--- src/design/poisson_sample_acceptance_defines.svh ---
// Assertion macros for the Poisson sample acceptance block.
// Depends on clk_i and rst_ni being visible where the macros are used.
`ifndef POISSON_SAMPLE_ACCEPTANCE_DEFINES_SVH
`define POISSON_SAMPLE_ACCEPTANCE_DEFINES_SVH

// Same-cycle implication, disabled during reset.
`define PSA_ASSERT_IMP(lbl, ante, cons) \
  lbl: assert property (@(posedge clk_i) disable iff (!rst_ni) (ante) |-> (cons)) \
    else $error("psa assertion failed");

// Next-cycle implication, disabled during reset.
`define PSA_ASSERT_NXT(lbl, ante, cons) \
  lbl: assert property (@(posedge clk_i) disable iff (!rst_ni) (ante) |=> (cons)) \
    else $error("psa assertion failed");

`endif

--- src/design/psa_pkg.sv ---
// Shared types and constants of the Poisson sample acceptance block.
// No dependencies; used by psa_divider and poisson_sample_acceptance.
package psa_pkg;

  localparam int EDGE_MAX = 256;
  localparam int EDGE_AW  = $clog2(EDGE_MAX);
  localparam int EDGE_CW  = $clog2(EDGE_MAX + 1);
  localparam int GRID_DIM = 64;
  localparam int GRID_AW  = $clog2(GRID_DIM);
  localparam int CELL_AW  = 2 * GRID_AW;
  localparam int CELL_W   = 34;

  typedef enum logic [1:0] {
    FUNC_OUTER, FUNC_INNER, FUNC_STORE, FUNC_TEST
  } func_e;

  typedef enum logic [2:0] {
    ST_OK, ST_OUTSIDE, ST_HOLE, ST_CLOSE, ST_FULL, ST_OFFGRID
  } status_e;

  localparam logic [2:0] CFG_CELL_SIZE = 3'd0;
  localparam logic [2:0] CFG_MIN_DIST  = 3'd1;
  localparam logic [2:0] CFG_RAY_X     = 3'd2;
  localparam logic [2:0] CFG_COLS      = 3'd3;
  localparam logic [2:0] CFG_ROWS      = 3'd4;

  typedef enum logic [3:0] {
    S_CLEAR, S_IDLE, S_EXEC, S_DIVX, S_DIVY, S_STORE, S_OUTER, S_INNER, S_GRID, S_DONE
  } state_e;

  typedef struct packed {
    logic                     done;
    logic signed [CELL_W-1:0] quo;
  } div_res_t;

endpackage

--- src/design/psa_divider.sv ---
// Radix-2 restoring divider giving the floor of a signed coordinate over the cell size.
// Depends on psa_pkg for the result struct.
module psa_divider (
  input  logic                clk_i,
  input  logic                rst_ni,
  input  logic                start_i,
  input  logic signed [31:0]  dividend_i,
  input  logic        [30:0]  divisor_i,
  output psa_pkg::div_res_t   res_o
);

  logic        busy_q, done_q, neg_q;
  logic [4:0]  cnt_q;
  logic [31:0] num_q, rem_q, quo_q;
  logic [30:0] div_q;
  logic [32:0] trial;
  logic        fits;
  logic [32:0] q_up;

  // One quotient bit per cycle.
  assign trial = {rem_q, num_q[31]};
  assign fits  = trial >= {2'b00, div_q};

  always_ff @(posedge clk_i or negedge rst_ni) begin
    if (!rst_ni) begin
      busy_q <= 1'b0;
      done_q <= 1'b0;
      cnt_q  <= '0;
    end else begin
      done_q <= 1'b0;
      if (start_i) begin
        busy_q <= 1'b1;
        cnt_q  <= '0;
      end else if (busy_q) begin
        cnt_q <= cnt_q + 5'd1;
        if (cnt_q == 5'd31) begin
          busy_q <= 1'b0;
          done_q <= 1'b1;
        end
      end
    end
  end

  always_ff @(posedge clk_i) begin
    if (start_i) begin
      neg_q <= dividend_i[31];
      num_q <= dividend_i[31] ? 32'(-dividend_i) : dividend_i;
      div_q <= (divisor_i == '0) ? 31'd1 : divisor_i;
      rem_q <= '0;
      quo_q <= '0;
    end else if (busy_q) begin
      num_q <= {num_q[30:0], 1'b0};
      rem_q <= fits ? 32'(trial - {2'b00, div_q}) : trial[31:0];
      quo_q <= {quo_q[30:0], fits};
    end
  end

  // Negative dividends round toward minus infinity.
  assign q_up = {1'b0, quo_q} + {32'd0, (neg_q && rem_q != '0)};
  assign res_o.done = done_q;
  assign res_o.quo  = neg_q ? -$signed({1'b0, q_up}) : $signed({1'b0, q_up});

endmodule

--- config.mk ---
export PLATFORM = sky130hd
export DESIGN_NAME = psa_divider
export DESIGN_NICKNAME = d
export VERILOG_FILES = /design/src/design/poisson_sample_acceptance_defines.svh /design/src/design/psa_pkg.sv /design/src/design/psa_divider.sv
export SDC_FILE = /design/constraint.sdc
export NUM_CORES = 1
export LEC_CHECK = 0
export ABC_AREA = 0
export BUFFER_PORTS_ARGS = -buffer_cell sky130_fd_sc_hd__clkbuf_2
export CELL_PAD_IN_SITES_DETAIL_PLACEMENT = 1
export CELL_PAD_IN_SITES_GLOBAL_PLACEMENT = 1
export CORE_ASPECT_RATIO = 0.75
export CORE_MARGIN = 2
export CORE_UTILIZATION = 46
export DETAILED_ROUTE_END_ITERATION = 6
export HOLD_SLACK_MARGIN = 0.08
export PLACE_DENSITY = 0.92
export SLEW_MARGIN = 20
export SYNTH_ARGS = -nofsm -noshare
export SYNTH_HDL_FRONTEND = slang
export SYNTH_SLANG_ARGS = --single-unit
--- constraint.sdc ---
create_clock -name clk_i -period 4.3 [get_ports clk_i]
set_input_delay 0.86 -clock clk_i [delete_from_list [all_inputs] [get_ports clk_i]]
set_output_delay 0.86 -clock clk_i [all_outputs]
set_load 0.01 [all_outputs]
==> flow_summary.yaml, run 1 <==
cts:
  numCtsBuffers: 17
  clock-sinks: 135
  cts_tree: "done"
  path_clk_slew_ns: 0.07
  cts.path.max_buffers: 2
  postCtsHoldBufs: 0
  h-tree-depth: 4
  ctsRootBufferMaster: "clkbuf_16"
  clk_latency_ns: 0.46
critical_path:
  arrival_ns: 4.05
  max_stage_delay_ns: 0.34
  worst-path-max-fanout: 5
  crit_family: "simple AND/OR/NAND/NOR gates"
  cp_slowest_cell: "dfxtp_2"
  crit_required_ns: 3.44
  startpoint_type: "flip-flop"
  criticalPathCategory: "flip-flop to output pin"
  r2r-end: "rem_q[0]"
  path_buf_inv: 7
  reg2reg_from: "rem_q[21]"
  reg2regPathDepth: 11
  ff2ff_setup_slack_ns: 0.42
  crit_chain: "nor4_4 > nand4_1 > nor2_2 > nor2_1 > ha_2 > buf_6 > and3_4 > buf_12 > nand3_4 > xor2_2 > buf_4 > nand4_1 > buf_6 > nor3_4 > o2111ai_4 > buf_6 > buf_6 > nand2_2 > xnor2_2 > buf_2"
  cp-end-kind: "output pin"
  cp_common_cell: "buf_6"
floorplanning:
  coreArea_mm2: 0.0210
  rows: 46
  die_h_um: 130
  dieArea_mm2: 0.0225
  io_pins: 101
  initial_core_util_pct: 46.7
  die_width_um: 173
placement:
  post-place-ws_ns: -0.244
  post-dp-hpwl_um: 21900
  placement.cell_area_mm2: 0.0107
  gp_congestion: 0.868
  numPortBuffers: 100
logic_synthesis:
  ys_warn_count: 0
  synth_flop_cell: "edfxtp_1"
  yosysTopAreaCell: "edfxtp_1"
  synthXorXnorAreaFrac_pct: 10.8
  synth.most_common_cell: "nor2_1"
  synth_compound_area_share_pct: 17.7
  synth.distinct_cells: 81
  synth-seq-cells: 135
  syn_avg_cell_area_um2: 8.50
  synth-simple-area-share_pct: 21.2
  synthTopCellsByCount: "128 x nor2_1, 85 x nand2_1, 79 x clkbuf_1"
  async_flop_share_pct: 5.19
  synth_cells: 1155
  synth.top_cell.area_share_pct: 19.6
  synth_top_family_by_area: "simple AND/OR/NAND/NOR gates"
  syn_area_mm2: 0.00981
  yosys-top-cells-area: "edfxtp_1 20%, dfxtp_1 13%, xor2_1 5.8%, xnor2_1 5.0%, nor2_1 4.9%"
  muxShareOfSynthArea_pct: 4.59
  synthAdderAreaFrac_pct: 4.92
  synth_edf_count: 64
  yosysSeqAreaShare_pct: 34.4
  synth_fp_nets: 1259
routing:
  drt_iter0_drc: 896
  drt.antenna.violating_nets: 0
  drtPass1Iterations: 7
  vias_per_cell: 6.44
  routed_wirelength_um: 38700
  wl_per_cell_um: 24.6
  drc_errors: 0
  vias: 10100
sta:
  rsz0062_at_grt: "true"
  tightest_slew_ns: 0.983
  final-setup-viol-count: 23
  final-hold-violation-count: 0
  min_period_ns: 4.91
  fin_crit_sh_pct: 114
  slew_headroom_pct: 33.6
  max_freq_ghz: 0.204
  setup_slack_ns: -0.610
  timing.hold.ws_ns: 0.251
  fin_skew_ns: 0.00837
  drv_slew: 0
final_layout:
  area_growth_pct: 25.6
  fin_area_mm2: 0.0123
  antenna_cells: 0
  nets: 1375
  layout-drive-gt1-share_pct: 28.0
  fill_cells: 2426
  final_util_pct: 58.7
grt:
  grt_pass1_vias: 10200
  antenna_found_initial: 0
  grt_usage_pct: 32.4
  grt_max_degree: 79
  grt_first_pass_wirelength_um: 57500
  grt-ovfl-total: 0
outcome:
  outcome: "complete, but fails checks"
  violations: "setup timing"
hold_path:
  hp-class: "input port to asynchronous set/reset pin"
power_and_ir_drop:
  peakVddDrop_uv: 264
  finalPower_mw: 7.52
  power_leakage_nw: 5.35
  powerDensity_mw_per_mm2: 610
job:
  drv_cap: 0
==> placed cells by master (no fill, tap or decap), types with 35 or more instances in the layout <==
master    count
nor2_1      125
ha_1         35
nand2_1      78
xnor2_1      47
xor2_1       62
buf_4        86
mux2i_1      45
dfxtp_1      40
a21oi_1      67
clkbuf_2     78
inv_1        48
edfxtp_1     64
==> metal layers <==
metal	GRT usage, %	vias up	share of wire (%)
met3	6.31	167	7.3
li1	-	4399	-
met2	55.3	564	48
met1	40.4	4990	40
met5	0	-	0
met4	14.5	0	4.3
==> how the worst max path moves through the flow <==
stage | from | to | cells after the start
2_1_floorplan | neg_q | res_o[32] | 13
3_3_place_gp | rem_q[25] | res_o[30] | 16
3_5_place_dp | rem_q[26] | res_o[28] | 16
4_1_cts | rem_q[2] | res_o[31] | 16
5_1_grt | rem_q[25] | res_o[24] | 20
6_report | rem_q[25] | res_o[24] | 20
==> sequential cells by signal (all words and copies together), names as in the netlist <==
signal / cells
busy_q: 1
cnt_q: 5
div_q: 31
done_q: 1
neg_q: 1
num_q: 32
quo_q: 32
rem_q: 32
==> cell type report <==
class | instances | area (um^2) | share of cell area [%]
clock inverter | 15 | 206 | 1.67
multi-input combinational | 867 | 6400 | 51.9
clock buffer | 17 | 425 | 3.45
sequential | 135 | 3410 | 27.7
tap | 288 | 360 | 2.92
timing repair buffer | 201 | 1340 | 10.9
inverter | 49 | 184 | 1.49
==> power by group <==
group | leakage (nW) | switching (mW) | internal [mW] | total, mW
logic | 3.78 | 2.39 | 1.77 | 4.16
registers | 1.26 | 0.163 | 1.56 | 1.73
clock network | 0.309 | 0.742 | 0.895 | 1.64
total | 5.35 | 3.30 | 4.23 | 7.52
==> what timing repair did <==
| item | CTS | global route |
|---|---|---|
| endpoints found under the setup margin | 25 | 26 |
| buffers inserted | 27 | 12 |
| gates resized for setup | 101 | 70 |
| pin swaps | 41 | 36 |
==> worst reg2reg max path, cell delays in order (launching register included) <==
cell	delay, ns
dfxtp_2	0.34
buf_4	0.16
ha_1	0.51
nand4_1	0.22
nand2b_1	0.29
nor4_1	0.56
nand2_1	0.21
and3_1	0.33
nand2_2	0.39
buf_4	0.31
nand2b_1	0.11
a311oi_1	0.33
==> cells by family after synthesis <==
kind of cell,count (synthesis)
simple gates,409
compound gates,254
buf+inv,153
flops,135
xor+xnor,121
mux,45
fa+ha+maj,38
==> through the flow <==
stage | setup TNS [ns] | instances
6_report | -8.79 | 1572
5_1_grt | -10.55 | 1572
4_1_cts | -3.00 | 1561
3_5_place_dp | -1.87 | 1504
3_3_place_gp | -0.0813 | 1504
2_1_floorplan | 0 | 1155
(Power assumes the default switching activity.)
==> run 2, diff against run 1 <==
--- a/config.mk
+++ b/config.mk
@@ -6,7 +6,7 @@
 export NUM_CORES = 1
 export LEC_CHECK = 0
 export ABC_AREA = 0
-export BUFFER_PORTS_ARGS = -buffer_cell sky130_fd_sc_hd__clkbuf_2
+export BUFFER_PORTS_ARGS = -buffer_cell sky130_fd_sc_hd__buf_2
 export CELL_PAD_IN_SITES_DETAIL_PLACEMENT = 1
 export CELL_PAD_IN_SITES_GLOBAL_PLACEMENT = 1
 export CORE_ASPECT_RATIO = 0.75
@@ -14,7 +14,8 @@
 export CORE_UTILIZATION = 46
 export DETAILED_ROUTE_END_ITERATION = 6
 export HOLD_SLACK_MARGIN = 0.08
-export PLACE_DENSITY = 0.92
+export PLACE_DENSITY = 0.83
+export RECOVER_POWER = 100
 export SLEW_MARGIN = 20
 export SYNTH_ARGS = -nofsm -noshare
 export SYNTH_HDL_FRONTEND = slang
==> run 2 against run 1 <==
Net effect: the flow finishes with violations (capacitance limit, slew limit, setup timing); register-to-register slack got worse by 0.19 ns; final cell count shrank 0.70%; clock skew up 0.0017 ns; utilization down 1.5 points; critical path depth decreased by 1; total power shrank 5.4%; non-clock buffer count shrank 12; sequential share of layout area grew 0.54 points; via count shrank 4.4%; hold slack improved by 0.092 ns; global-route usage fell by 3.1 points; largest cell class unchanged.
==> flow_summary.yaml, run 2 (synthesis gave the netlist of run 1 again) <==
outcome:
  outcome: "complete, but fails checks"
  violations: "capacitance limit, slew limit, setup timing"
grt:
  grt_usage_pct: 29.2
  grt_max_degree: 154
  use_met1_pct: 38.0
  grt-ovfl-total: 0
  grt_pass1_vias: 9528
  grt.met3_usage_pct: 6.45
  antenna_found_initial: 0
  busiest_layer: "met2"
  grt_first_pass_wirelength_um: 52100
  grtUsageMet2_pct: 47.7
routing:
  vias: 9671
  drtPass1Iterations: 5
  wl_per_cell_um: 22.0
  routed_wirelength_um: 34400
  drt_iter0_drc: 876
  drt.antenna.violating_nets: 0
  drc_errors: 0
  vias_per_cell: 6.20
floorplanning:
  rows: 46
  initial_core_util_pct: 46.7
  dieArea_mm2: 0.0225
  die_width_um: 173
  coreArea_mm2: 0.0210
  io_pins: 101
  die_h_um: 130
cts:
  cts_tree: "done"
  h-tree-depth: 4
  numCtsBuffers: 17
  ctsRootBufferMaster: "clkbuf_16"
  clock-sinks: 135
  postCtsHoldBufs: 0
  clk_latency_ns: 0.45
  cts.path.max_buffers: 2
  path_clk_slew_ns: 0.07
sta:
  rsz0062_at_grt: "true"
  min_period_ns: 4.84
  max_freq_ghz: 0.207
  slew_headroom_pct: -120
  tns_ns: -6.99
  fin_skew_ns: 0.0101
  tightest_slew_ns: 3.31
  fin_crit_sh_pct: 112
  final-hold-violation-count: 0
  drv_slew: 197
  setup_slack_ns: -0.536
  final-setup-viol-count: 22
placement:
  numPortBuffers: 100
  gp_congestion: 0.875
  post-place-ws_ns: -0.120
  dp.cells: 1512
  post-dp-hpwl_um: 21000
final_layout:
  final_cell_mix: "125 x nor2_1, 78 x nand2_1, 77 x buf_4"
  largestRegisters: "num_q (32), quo_q (32), rem_q (32)"
  final_util_pct: 57.2
  nets: 1363
  area_growth_pct: 22.4
  layout-drive-gt1-share_pct: 23.5
  stdcell_count: 1561
  final_common_cell: "nor2_1"
critical_path:
  crit_cells: 19
  max_stage_delay_ns: 0.42
  crit_required_ns: 3.44
  crit_family: "simple AND/OR/NAND/NOR gates"
  crit_end: "res_o[25]"
  arrival_ns: 3.98
  ff2ff_setup_slack_ns: 0.23
  criticalPathCategory: "flip-flop to output pin"
  startpoint_type: "flip-flop"
  crit_chain: "nor4_2 > nand4_1 > nor2_1 > nor2_1 > ha_2 > ha_4 > nand2_4 > buf_6 > nor4_1 > buf_4 > nand4_1 > xnor2_1 > nor2_1 > nand4_1 > buf_6 > buf_6 > nand2_4 > xnor2_2 > buf_2"
  cp-startpoint: "rem_q[7]"
  worst-path-max-fanout: 6
  reg2reg_from: "busy_q"
  path_buf_inv: 5
  cp-end-kind: "output pin"
  r2r-end: "rem_q[20]"
  cp_slowest_cell: "nor4_1"
  reg2regPathDepth: 4
power_and_ir_drop:
  peakVddDrop_uv: 297
  finalPower_mw: 7.12
  power_leakage_nw: 5.16
  powerDensity_mw_per_mm2: 592
job:
  drv_cap: 2
hold_path:
  hp-class: "input port to asynchronous set/reset pin"
==> run 2: cell types whose count changed in the layout (fill, tap and decap cells not counted), moves of 4 or more <==
cell	change
clkinvlp_4	+4
clkbuf_1	+27
buf_2	+50
nor3_1	+5
clkbuf_2	-75
dfxtp_1	+12
buf_6	-4
nor3_2	-6
dfxtp_2	-11
buf_4	-9
==> run 2: per-layer routing <==
layer / share of wire (%) / routed length (um) / up-vias
li1: - / - / 4370
met1: 44 / 15000 / 4738
met2: 46 / 15800 / 448
met3: 6.8 / 2350 / 115
met4: 3.6 / 1240 / 0
met5: 0 / 0 / -
==> run 2: cell type report <==
type	count	area, um^2
Antenna cell	1	2.50
Clock buffer	18	439
Clock inverter	14	136
Fill cell	2484	8990
Inverter	49	184
Multi-Input combinational cell	867	6330
Sequential cell	135	3390
Tap cell	288	360
Timing Repair Buffer	189	1170
==> run 2: timing repair <==
item	CTS	global route
endpoints found under the setup margin	23	26
resized for setup	81	45
pin swaps	41	23
setup buffers	14	5
==> run 2: where the power goes <==
part	internal, mW	switching (mW)
sequential	1.56	0.134
clock	0.824	0.664
combinational	1.69	2.25
==> run 2: worst min-delay path by stage <==
stage	endpoint	slack, ns
6_report	cnt_q[2]	0.34
5_1_grt	cnt_q[2]	0.37
4_1_cts	cnt_q[2]	0.25
3_5_place_dp	cnt_q[3]	0.53
3_3_place_gp	cnt_q[4]	0.51
2_1_floorplan	rem_q[1]	0.47
==> run 2: through the flow <==
stage,hold slack [ns],instance area [um^2]
after floorplan,0.472,9810
after global placement,0.508,10800
after detailed placement,0.532,10800
after CTS,0.249,11800
after global routing,0.368,12000
final,0.342,12000
==> run 2: worst reg2reg max path, cell delays in order (launching register included) <==
cell and delay, ns:
dfrtp_1 1.66, clkbuf_2 1.14, o211ai_1 0.61, nor3_1 0.42, a311o_1 0.19
